File: src/rtl/core/qsga_pkg.sv
`default_nettype none
// ----------------------------------------------------------------------------
// qsga_pkg
// Shared types, constants and codes for the queued signal group arbiter.
// ----------------------------------------------------------------------------
package qsga_pkg;

    localparam int QUEUE_DEPTH = 16;
    localparam int NUM_SIGNALS = 8;
    localparam int ID_WIDTH    = 16;
    localparam int TICK_W      = 31;
    localparam int TMO_W       = 16;
    localparam int GRANT_W     = TICK_W + 2;
    localparam int COUNT_W     = $clog2(QUEUE_DEPTH + 1);
    localparam int SIDX_W      = 3;

    localparam int IN_DATA_W   = 64;
    localparam int OUT_DATA_W  = 40;

    typedef logic [ID_WIDTH-1:0]    id_t;
    typedef logic [TICK_W-1:0]      tick_t;
    typedef logic [TMO_W-1:0]       tmo_t;
    typedef logic [NUM_SIGNALS-1:0] sig_t;
    typedef logic [COUNT_W-1:0]     count_t;

    localparam logic signed [GRANT_W-1:0] GRANT_RESET = -GRANT_W'(10);
    localparam tmo_t                      TMO_RESET   = TMO_W'(5);
    localparam sig_t                      PRESENT_RESET = '1;

    typedef enum logic [1:0] {
        REQ_ADD     = 2'd0,
        REQ_PASS    = 2'd1,
        REQ_CLEAR   = 2'd2,
        REQ_REFRESH = 2'd3
    } req_type_t;

    typedef enum logic [1:0] {
        STAT_DONE    = 2'd0,
        STAT_FULL    = 2'd1,
        STAT_IGNORED = 2'd2
    } status_t;

    typedef enum logic [1:0] {
        ST_IDLE,
        ST_EXEC,
        ST_PURGE,
        ST_OUT
    } state_t;

    localparam logic REG_TIMEOUT = 1'b0;
    localparam logic REG_PRESENT = 1'b1;

    typedef struct packed {
        logic load;
        logic sync;
        logic mark;
        logic compact;
    } cell_cmd_t;

endpackage : qsga_pkg
`default_nettype wire

File: src/rtl/core/qsga_cell.sv
`default_nettype none
// ----------------------------------------------------------------------------
// qsga_cell
// One queue entry: identifier, last-seen tick and expiry mark; takes its
// right neighbor's contents when the queue is compacted.
// ----------------------------------------------------------------------------
module qsga_cell
    import qsga_pkg::*;
(
    input  wire logic      clk,
    input  wire logic      rst_n,
    input  wire cell_cmd_t cmd,
    input  wire logic      tail_sel,
    input  wire logic      occupied,
    input  wire id_t       req_id,
    input  wire tick_t     now,
    input  wire tmo_t      timeout,
    input  wire id_t       next_id,
    input  wire tick_t     next_time,
    input  wire logic      next_drop,
    input  wire logic      shift_in,
    output id_t            entry_id,
    output tick_t          entry_time,
    output logic           entry_drop,
    output logic           match,
    output logic           shift_out
);

    id_t   id_reg,   id_next;
    tick_t time_reg, time_next;
    logic  drop_reg, drop_next;
    logic  expired;
    logic signed [TICK_W:0] age;

    assign age     = $signed({1'b0, now}) - $signed({1'b0, time_reg});
    assign expired = occupied && (age > $signed({{(TICK_W + 1 - TMO_W){1'b0}}, timeout}));
    assign match   = occupied && (id_reg == req_id);
    assign shift_out = shift_in | drop_reg;

    always_comb
    begin
        id_next   = id_reg;
        time_next = time_reg;
        drop_next = drop_reg;
        if (cmd.load && tail_sel)
        begin
            id_next   = req_id;
            time_next = now;
        end
        if (cmd.sync && occupied)
        begin
            time_next = now;
        end
        if (cmd.mark)
        begin
            drop_next = expired;
        end
        if (cmd.compact && shift_out)
        begin
            id_next   = next_id;
            time_next = next_time;
            drop_next = next_drop;
        end
    end

    always_ff @(posedge clk)
    begin
        id_reg   <= id_next;
        time_reg <= time_next;
    end

    always_ff @(posedge clk or negedge rst_n)
    begin
        if (!rst_n)
        begin
            drop_reg <= 1'b0;
        end
        else
        begin
            drop_reg <= drop_next;
        end
    end

    assign entry_id   = id_reg;
    assign entry_time = time_reg;
    assign entry_drop = drop_reg;

endmodule : qsga_cell
`default_nettype wire

File: src/rtl/core/queued_signal_group_arbiter.sv
`default_nettype none
// ----------------------------------------------------------------------------
// queued_signal_group_arbiter
// Grants a group of signals to requesters waiting in a first-in first-out
// queue held in a row of entry cells.
//
// Input stream (s_*): one word per request; s_tuser carries the request kind,
// s_tdata the requester, tick, direction mask and signal index. Output stream
// (m_*): one word per request with green/red masks, queue count, head
// identifier, grant flag and status. An APB port writes and reads the timeout
// and the present-signal mask.
//
// Add, pass, refresh and a clear at the previous clear's tick go from the
// execute state to the output state, which loads the result register. A clear
// at a new tick also passes through a purge state that removes one marked entry
// per cycle; no new request is taken until the block is back in idle.
// A result waiting in the output register does not block acceptance; the next
// result is held in the output stage, with s_tready low, until m_tready frees
// the register. Reset empties the queue, clears the movement mask and loads
// the register reset values; no entry memory is swept.
// ----------------------------------------------------------------------------
module queued_signal_group_arbiter
    import qsga_pkg::*;
(
    input  wire logic                  clk,
    input  wire logic                  rst_n,
    input  wire logic                  s_tvalid,
    output logic                       s_tready,
    // requester_id[15:0], now[46:16], direction_mask[54:47], signal_index[57:55]
    input  wire logic [IN_DATA_W-1:0]  s_tdata,
    // req_type[1:0]
    input  wire logic [1:0]            s_tuser,
    output logic                       m_tvalid,
    input  wire logic                  m_tready,
    // green_mask[7:0], red_mask[15:8], queue_count[20:16], head_id[36:21],
    // granted[37], status[39:38]
    output logic [OUT_DATA_W-1:0]      m_tdata,
    input  wire logic                  psel,
    input  wire logic                  penable,
    input  wire logic                  pwrite,
    input  wire logic [2:0]            paddr,
    input  wire logic [31:0]           pwdata,
    output logic [31:0]                prdata,
    output logic                       pready
);

    state_t    state_reg, state_next;
    req_type_t type_reg;
    id_t       id_reg;
    tick_t     now_reg;
    sig_t      dir_reg;
    logic [SIDX_W-1:0] sidx_reg;

    tmo_t   tmo_reg;
    sig_t   present_reg;
    count_t fill_reg, fill_next;
    logic signed [GRANT_W-1:0] lgt_reg, lgt_next;
    sig_t   mm_reg, mm_next;
    tick_t  lct_reg, lct_next;
    logic   granted_reg, granted_next;
    status_t status_reg, status_next;

    logic   out_valid_reg, out_valid_next;
    logic [OUT_DATA_W-1:0] out_data_reg, out_data_next;

    cell_cmd_t cmd;
    id_t   cell_id   [QUEUE_DEPTH];
    tick_t cell_time [QUEUE_DEPTH];
    logic  cell_drop [QUEUE_DEPTH];
    logic [QUEUE_DEPTH-1:0] cell_match;
    logic [QUEUE_DEPTH:0]   shift_chain;

    logic any_match;
    logic pass_expired;
    logic signed [GRANT_W:0] grant_age;
    logic out_free;
    logic cfg_write;
    sig_t green, red;
    id_t  head;

    assign shift_chain[0] = 1'b0;

    for (genvar i = 0; i < QUEUE_DEPTH; i++)
    begin : g_cell
        id_t   nid;
        tick_t ntime;
        logic  ndrop;
        if (i == QUEUE_DEPTH - 1)
        begin : g_last
            assign nid   = '0;
            assign ntime = '0;
            assign ndrop = 1'b0;
        end
        else
        begin : g_mid
            assign nid   = cell_id[i+1];
            assign ntime = cell_time[i+1];
            assign ndrop = cell_drop[i+1];
        end
        qsga_cell u_cell (
            .clk        (clk),
            .rst_n      (rst_n),
            .cmd        (cmd),
            .tail_sel   (fill_reg == COUNT_W'(i)),
            .occupied   (COUNT_W'(i) < fill_reg),
            .req_id     (id_reg),
            .now        (now_reg),
            .timeout    (tmo_reg),
            .next_id    (nid),
            .next_time  (ntime),
            .next_drop  (ndrop),
            .shift_in   (shift_chain[i]),
            .entry_id   (cell_id[i]),
            .entry_time (cell_time[i]),
            .entry_drop (cell_drop[i]),
            .match      (cell_match[i]),
            .shift_out  (shift_chain[i+1])
        );
    end

    assign any_match = |cell_match;
    assign grant_age = $signed({3'b000, now_reg}) - $signed({lgt_reg[GRANT_W-1], lgt_reg});
    assign pass_expired = grant_age > $signed({{(GRANT_W + 1 - TMO_W){1'b0}}, tmo_reg});
    assign out_free = !out_valid_reg || m_tready;
    assign s_tready = (state_reg == ST_IDLE);

    always_comb
    begin
        state_next   = state_reg;
        fill_next    = fill_reg;
        lgt_next     = lgt_reg;
        mm_next      = mm_reg;
        lct_next     = lct_reg;
        granted_next = granted_reg;
        status_next  = status_reg;
        cmd          = '0;
        out_valid_next = out_valid_reg && !m_tready;
        out_data_next  = out_data_reg;
        green = '0;
        red   = '0;
        head  = '0;
        unique case (state_reg)
            ST_IDLE:
            begin
                if (s_tvalid)
                begin
                    state_next   = ST_EXEC;
                    granted_next = 1'b0;
                    status_next  = STAT_DONE;
                end
            end
            ST_EXEC:
            begin
                state_next = ST_OUT;
                unique case (type_reg)
                    REQ_ADD:
                    begin
                        if (any_match)
                        begin
                            status_next = STAT_IGNORED;
                        end
                        else if (fill_reg >= COUNT_W'(QUEUE_DEPTH))
                        begin
                            status_next = STAT_FULL;
                        end
                        else
                        begin
                            cmd.load  = 1'b1;
                            fill_next = fill_reg + 1'b1;
                        end
                    end
                    REQ_PASS:
                    begin
                        if (!any_match)
                        begin
                            status_next = STAT_IGNORED;
                        end
                        else if (cell_match[0])
                        begin
                            lgt_next     = $signed({2'b00, now_reg});
                            cmd.sync     = 1'b1;
                            mm_next      = dir_reg;
                            granted_next = 1'b1;
                        end
                        else if (pass_expired)
                        begin
                            lgt_next = $signed({2'b00, now_reg});
                            mm_next  = '0;
                        end
                    end
                    REQ_CLEAR:
                    begin
                        if (lct_reg == now_reg)
                        begin
                            status_next = STAT_IGNORED;
                        end
                        else
                        begin
                            cmd.mark   = 1'b1;
                            lct_next   = now_reg;
                            state_next = ST_PURGE;
                        end
                    end
                    REQ_REFRESH:
                    begin
                        if (!cell_match[0] || !dir_reg[sidx_reg])
                        begin
                            status_next = STAT_IGNORED;
                        end
                        else
                        begin
                            lgt_next     = $signed({2'b00, now_reg});
                            mm_next      = dir_reg;
                            granted_next = 1'b1;
                        end
                    end
                endcase
            end
            ST_PURGE:
            begin
                cmd.compact = 1'b1;
                if (shift_chain[QUEUE_DEPTH])
                begin
                    fill_next = fill_reg - 1'b1;
                end
                else
                begin
                    state_next = ST_OUT;
                end
            end
            ST_OUT:
            begin
                if (fill_reg == '0)
                begin
                    green = present_reg;
                end
                else
                begin
                    green = mm_reg & present_reg;
                    red   = present_reg & ~mm_reg;
                    head  = cell_id[0];
                end
                if (out_free)
                begin
                    out_valid_next = 1'b1;
                    out_data_next  = {status_reg, granted_reg, head, fill_reg, red, green};
                    state_next     = ST_IDLE;
                end
            end
        endcase
    end

    always_ff @(posedge clk)
    begin
        if (s_tvalid && s_tready)
        begin
            type_reg <= req_type_t'(s_tuser);
            id_reg   <= s_tdata[15:0];
            now_reg  <= s_tdata[46:16];
            dir_reg  <= s_tdata[54:47];
            sidx_reg <= s_tdata[57:55];
        end
        out_data_reg <= out_data_next;
    end

    always_ff @(posedge clk or negedge rst_n)
    begin
        if (!rst_n)
        begin
            state_reg     <= ST_IDLE;
            fill_reg      <= '0;
            lgt_reg       <= GRANT_RESET;
            mm_reg        <= '0;
            lct_reg       <= '0;
            granted_reg   <= 1'b0;
            status_reg    <= STAT_DONE;
            out_valid_reg <= 1'b0;
        end
        else
        begin
            state_reg     <= state_next;
            fill_reg      <= fill_next;
            lgt_reg       <= lgt_next;
            mm_reg        <= mm_next;
            lct_reg       <= lct_next;
            granted_reg   <= granted_next;
            status_reg    <= status_next;
            out_valid_reg <= out_valid_next;
        end
    end

    assign m_tvalid = out_valid_reg;
    assign m_tdata  = out_data_reg;

    // configuration registers
    assign pready    = 1'b1;
    assign cfg_write = psel && penable && pwrite && pready;

    always_ff @(posedge clk or negedge rst_n)
    begin
        if (!rst_n)
        begin
            tmo_reg     <= TMO_RESET;
            present_reg <= PRESENT_RESET;
        end
        else if (cfg_write)
        begin
            unique case (paddr[2])
                REG_TIMEOUT: tmo_reg     <= pwdata[TMO_W-1:0];
                REG_PRESENT: present_reg <= pwdata[NUM_SIGNALS-1:0];
            endcase
        end
    end

    always_comb
    begin
        unique case (paddr[2])
            REG_TIMEOUT: prdata = {{(32 - TMO_W){1'b0}}, tmo_reg};
            REG_PRESENT: prdata = {{(32 - NUM_SIGNALS){1'b0}}, present_reg};
        endcase
    end

    assert property (@(posedge clk) disable iff (!rst_n)
        fill_reg <= COUNT_W'(QUEUE_DEPTH))
        else $error("queue fill above depth");

    assert property (@(posedge clk) disable iff (!rst_n)
        state_reg == ST_PURGE |=> fill_reg <= $past(fill_reg))
        else $error("fill grew during purge");

    assert property (@(posedge clk) disable iff (!rst_n)
        granted_reg |-> status_reg == STAT_DONE)
        else $error("grant with non-done status");

    assert property (@(posedge clk) disable iff (!rst_n)
        (m_tvalid && m_tdata[20:16] == '0) |-> m_tdata[15:8] == '0)
        else $error("red signals on empty queue");

    assert property (@(posedge clk) disable iff (!rst_n)
        (state_reg == ST_OUT && out_free) |=> m_tvalid)
        else $error("result not presented");

endmodule : queued_signal_group_arbiter
`default_nettype wire
File: config.mk
export PLATFORM = sky130hd
export DESIGN_NAME = queued_signal_group_arbiter
export DESIGN_NICKNAME = d
export VERILOG_FILES = /design/src/rtl/core/qsga_pkg.sv /design/src/rtl/core/qsga_cell.sv /design/src/rtl/core/queued_signal_group_arbiter.sv
export SDC_FILE = /design/constraint.sdc
export NUM_CORES = 2
export LEC_CHECK = 0
export BUFFER_PORTS_ARGS = -buffer_cell sky130_fd_sc_hd__buf_2
export CORE_MARGIN = 4
export CORE_UTILIZATION = 50
export CTS_CLUSTER_DIAMETER = 150
export DETAILED_ROUTE_END_ITERATION = 12
export HOLD_SLACK_MARGIN = 0.02
export PLACE_DENSITY_LB_ADDON = 0.08
export SYNTH_ARGS = -nofsm -noshare
export SYNTH_HDL_FRONTEND = slang
export SYNTH_SLANG_ARGS = --single-unit
File: constraint.sdc
create_clock -name clk -period 11.3 [get_ports clk]
set_clock_uncertainty 0.1 [all_clocks]
set_input_delay 2.26 -clock clk [delete_from_list [all_inputs] [get_ports clk]]
set_output_delay 2.26 -clock clk [all_outputs]
set_load 0.01 [all_outputs]
Word level (Yosys, flattened, before mapping)
Index checks and enable logic that the tools add are counted.

Register bits: 975. Word-level logic and storage cells: 508.

$add $sub $neg: 19. Order comparisons: 35. Eq/ne operators: 56. Muxes and demuxes: 160. Bitwise operators: 20. Reductions and logical operators: 153.

Operator list (number): two-way mux 31 bit (47); > comparator 32 x 17 -> 1 bit (16); subtractor 31 x 31 -> 32 bit (16); two-way mux 16 bit (30); equality test 16 bit (16); two-way mux 33 bit (4); logical AND 1 bit (84); nonzero test 2 bit (35); case mux 33 bit (2 select lines) (1); case mux 32 bit (2 select lines) (1); two-way mux 1 bit (50); nonzero test 3 bit (15); equality test 5 x 4 -> 1 bit, second input constant (8); < comparator 4 x 5 -> 1 bit, first input constant (8); two-way mux 8 bit (5); > comparator 34 x 17 -> 1 bit (1); subtractor 32 x 33 -> 34 bit (1); equality test 31 bit (1); equality test 5 x 3 -> 1 bit, second input constant (4); < comparator 3 x 5 -> 1 bit, first input constant (4); two-way mux 5 bit (4); two-way mux 2 bit (9); bitwise AND 8 bit (2); case mux 2 bit (4 select lines) (2); other kinds (34) (79).

Longest topological paths before layout
Word-level depth: 17. Gate-level depth with buffers: 27. Mapped depth without buffers: 26.

By module
Synthesis repeated with hierarchy kept, for this count alone.

Cell total of the unflattened synthesis: 9059. Area total of the unflattened synthesis: 84947.7 um^2.

Modules (own cells, without submodules): qsga_cell (g_cell[0].u_cell ...) (instances 12, cells each 496, area each 4590.7 um^2, sequential area each 1436.4 um^2); queued_signal_group_arbiter (instances 1, cells each 1082, area each 11556.1 um^2, sequential area each 5705.5 um^2); qsga_cell (g_cell[8].u_cell ...) (instances 2, cells each 489, area each 4573.1 um^2, sequential area each 1436.4 um^2); qsga_cell (g_cell[7].u_cell) (instances 1, cells each 479, area each 4586.9 um^2, sequential area each 1436.4 um^2); qsga_cell (g_cell[12].u_cell) (instances 1, cells each 568, area each 4570.6 um^2, sequential area each 1436.4 um^2).

Worst setup path before layout
No wires, ideal clock.

Kind: register to register. Start: register now_reg[1]. End: register lgt_reg[0]. Library setup time: 0.127 ns. Data arrival time: 5.785 ns. Required time: 11.073 ns. Setup slack: 5.288 ns. Cell stages (with the launch flop): 23. Buffers on the path: 2. Clock period less this slack: 6.012 ns. Cells stage by stage: edfxtp_1 -> clkbuf_1 -> inv_1 -> fa_1 -> nor2b_4 -> o31a_1 -> o211ai_2 -> a211o_1 -> nand2_1 -> xor2_1 -> ha_1 -> nand4_1 -> nor2_1 -> a41oi_1 -> a211o_1 -> nor4_1 -> o2111ai_1 -> a311oi_1 -> nand4_1 -> a2111o_1 -> o41ai_4 -> buf_6 -> mux2_1.

Cells in the longest elaborated chain, start to end: 4.

Ends and longest elaborated chain: start: declaration (RTL line queued_signal_group_arbiter.sv:50) `tick_t now_reg;`; start signal: assignment (RTL line queued_signal_group_arbiter.sv:259) `now_reg <= s_tdata[46:16];`; subtractor 32 x 33 -> 34 bit (RTL line queued_signal_group_arbiter.sv:122) `assign grant_age = $signed({3'b000, now_reg}) - $signed({lgt_reg[GRANT_W-1], lgt_reg});`; > comparator 34 x 17 -> 1 bit (RTL line queued_signal_group_arbiter.sv:123) `assign pass_expired = grant_age > $signed({{(GRANT_W + 1 - TMO_W){1'b0}}, tmo_reg});`; inequality test 3 x 2 -> 1 bit (no line); AND reduction 5 bit (no line); end signal: assignment (RTL line queued_signal_group_arbiter.sv:283) `lgt_reg <= lgt_next;`; end: declaration (RTL line queued_signal_group_arbiter.sv:57) `logic signed [GRANT_W-1:0] lgt_reg, lgt_next;`.

No other way between the ends. A chain may end at the register's enable or synchronous reset.

Final worst setup path
Same ends and word-level chain as after synthesis.

==> impl_metrics.yaml <==
clock_tree:
  clk_latency_ps: 780
  htreeDepth: 3
  clkSlewWorstSetupHoldPaths_ps: 60
  hold_buffers: 0
  clockBufferDepth: 3
  cts_sinks: 974
  post-cts-setup-buffers: 0
  numCtsBuffers: 116
  cts_tree: "yes"
  cts_resized: 0
  clock-root-buffer: "clkbuf_16"
sta:
  setup_ws_ps: 4190
  fin_setup_tns_ps: 0
  slew_violations: 0
  fin_crit_ps: 7110
  period_share: 0.629
  rsz0062_at_grt: "false"
  finalHoldViolCount: 0
  max_freq_mhz: 141
  slew_headroom: 0.176
  setup_viol_count_final: 0
  worst_slew_pin_slew_ps: 1240
synthesis:
  synth_edf_count: 805
  netlist_area_um2: 79000
  yosysWarnings: 0
  synth-main-ff-cell: "edfxtp_1"
  ys_async_sr_fraction: 0.125
  ys_seq_elements: 974
  yosysUniqueCellTypes: 103
  yosys-mux-area-fraction: 0.0636
  synth.avg_cell_area_um2: 9.15
  synth_seq_area_share: 0.357
  synth-compound-area-share: 0.185
  synth-simple-area-share: 0.139
  syn-instance-count: 8629
  yosys.area_share.adder: 0.132
  synth_top_family_by_area: "compound AO/OA/AOI/OAI gates"
  synthXorXnorAreaFrac: 0.0678
layout:
  nFillCells: 14130
  fin_util: 0.550
  drive_above_1_share: 0.110
  design_area_um2: 86100
  multi_input_area_um2: 46600
  final-seq-area_um2: 28200
  area_growth_pct: 9.02
  largest_register_ff_count: 496
  final_nets: 9589
critical_path:
  reg2reg_depth: 22
  startpoint: "now_reg[1]"
  start_kind: "flop"
  required_ps: 11840
  critPathCapture: "lgt_reg[0]"
  timing.rr.end: "lgt_reg[0]"
  r2r_start: "now_reg[1]"
  worstSetupPathType: "flop to flop"
  cp-end-kind: "flop"
  crit_fanout: 40
  arrival_ps: 7640
  ff2ff_setup_slack_ps: 4190
floorplan:
  die_y_um: 405
  coreArea_um2: 157000
  die_area_um2: 164000
  rows: 145
  start_util: 0.504
  ios: 183
  die_w_um: 405
drt:
  firstDrtPassIters: 6
  wirelength_um: 255000
  drt-initial-drc-count: 5062
  routed_via_density: 6.06
  num_vias: 65586
  drc: 0
  wire_per_inst_um: 23.6
  ant_nets: 0
pwr:
  p_leak_nw: 35.9
  pwr-share-comb: 0.594
  p_clk_frac: 0.156
  seqPwrFrac: 0.249
  peakVddDrop_mv: 0.213
  pwr_density_cell_nw_per_um2: 295
  p_int_mw: 13.8
  switchingPower_mw: 11.6
  switching_share: 0.456
global_route:
  grt_pass1_wl_um: 384000
  antenna_found_initial: 15
  grt_pass1_vias: 62807
  grtUsageTotal: 0.304
  grt_overflow: 0
  grt_max_degree: 83
placed_design:
  pre_cts_ws_ps: 4200
  dp_hpwl_um: 187000
  postPlaceCellArea_um2: 82000
  port_buffers: 141
  gp_congestion: 0.938
run:
  max_cap_violations: 0
status:
  status: "finished, final reports clean"
worst_hold_path:
  hold_path_class: "flop to flop"
==> metrics by stage <==
step	hold WS, ps	power, mW	cells
after floorplan	323	17.1	8644
after global placement	337	21.0	10596
after detailed placement	343	21.2	10596
after CTS	352	25.3	10818
after global routing	368	27.4	10818
final	349	25.4	10819
==> cells in the mapped netlist, types with 18 or more instances <==
cell type  instances  area share
o21ai_0          746       0.047
xor2_1           225       0.025
and2_1            49      0.0039
ha_1             808        0.13
dfrtp_1           82       0.026
mux2_1            30      0.0043
nand2_1          880       0.042
buf_2             40      0.0025
nor2_1           425       0.020
o31a_1            23      0.0026
a21oi_1          570       0.036
edfxtp_1         805        0.31
o31ai_1           36      0.0034
o22ai_1           33      0.0026
nand3_1          142      0.0090
o21ai_1           26      0.0016
buf_4             18      0.0017
and3_1            64      0.0051
o211ai_1          66      0.0063
mux2_2           359       0.051
a31oi_1           83      0.0066
nor2b_1           89      0.0071
clkbuf_1         320       0.015
or2_2             24      0.0019
dfstp_2           40       0.013
a21o_1           227       0.022
mux2i_1           60      0.0076
or3_1             37      0.0029
nor3_1           137      0.0087
nor3b_1           32      0.0030
xnor2_1          386       0.043
nor4_1            69      0.0055
o2111ai_1         35      0.0039
o21a_1            91      0.0087
inv_1            726       0.035
a2111oi_0         28      0.0031
o21bai_1          69      0.0066
nand4_1          169       0.013
a211oi_1          69      0.0066
a21boi_0          33      0.0031
nand3b_1          23      0.0022
nand2b_1          84      0.0067
a211o_1           30      0.0033
dfxtp_1           47       0.012
==> critical path, cell delays in order, from the launching register on <==
cell,delay [ps]
edfxtp_1,850
buf_4,670
inv_1,360
fa_1,550
nor2b_4,140
o31a_1,230
o211ai_2,170
a211o_1,310
nand2_1,90
xor2_1,70
ha_1,300
nand4_1,130
nor2_1,180
a41oi_1,200
a211o_1,310
nor4_1,290
o2111ai_1,160
a311oi_1,270
nand4_1,130
a2111o_1,450
o41ai_4,240
buf_4,400
mux2_1,360
==> power by group through the flow <==
stage	logic (mW)	clock network, mW	registers, mW
global placement	14.6	0	6.38
global route	16.7	4.18	6.44
CTS	14.9	4.03	6.34
finish	15.1	3.97	6.33
detailed placement	14.8	0	6.39
floorplan	10.9	0	6.20
==> worst min-delay path by stage <==
stage / from / to / slack, ps / depth (start not counted)
after global placement: g_cell[15].u_cell.entry_time[2] / g_cell[15].u_cell.entry_time[2] / 340 / 2
after CTS: g_cell[15].u_cell.entry_time[17] / g_cell[15].u_cell.entry_time[17] / 350 / 2
after detailed placement: g_cell[15].u_cell.entry_time[17] / g_cell[15].u_cell.entry_time[17] / 340 / 2
final: g_cell[15].u_cell.entry_time[20] / g_cell[15].u_cell.entry_time[20] / 350 / 2
after global routing: g_cell[15].u_cell.entry_time[18] / g_cell[15].u_cell.entry_time[18] / 370 / 2
after floorplan: fill_reg[2] / m_tdata[18] / 320 / 0
==> layout by cell type, fill, tap and decap left out, types with 83 or more instances in the layout <==
cell | synthesis | final
mux2_2 | 359 | 359
buf_2 | 40 | 140
nor2b_1 | 89 | 89
nor2_1 | 425 | 423
a21oi_1 | 570 | 568
xor2_1 | 225 | 225
nand2_1 | 880 | 874
nand3_1 | 142 | 142
buf_4 | 18 | 147
clkbuf_16 | 0 | 117
edfxtp_1 | 805 | 805
inv_1 | 726 | 725
ha_1 | 808 | 807
nand4_1 | 169 | 169
a21o_1 | 227 | 227
xnor2_1 | 386 | 386
nor3_1 | 137 | 137
nand2b_1 | 84 | 83
o21ai_0 | 746 | 744
o21a_1 | 91 | 91
==> routing by layer <==
| layer | wire length, µm | vias to the layer above | global-route usage |
|---|---|---|---|
| li1 | - | 31482 | - |
| met4 | 10100 | 0 | 0.111 |
| met3 | 16200 | 467 | 0.0447 |
| met1 | 111000 | 31557 | 0.405 |
| met2 | 118000 | 2080 | 0.503 |
| met5 | 0 | - | 0 |
==> area by class of cell <==
type	instances	share of cell area
multi-input cells	6544	0.542
diodes	1	0.0000291
clock inverters	75	0.0107
well taps	2058	0.0299
flip-flops and latches	974	0.328
clock buffers	147	0.0364
repair buffers	291	0.0218
inverters	729	0.0318
==> cell families after synthesis <==
kind of cell | Yosys count
buffers and inverters | 1126
flip-flops | 974
other | 2
adder cells (fa/ha/maj) | 825
XOR/XNOR | 611
AO/OA/AOI/OAI | 2348
multiplexers | 451
AND/OR/NAND/NOR | 2292
(Power assumes the default switching activity.)
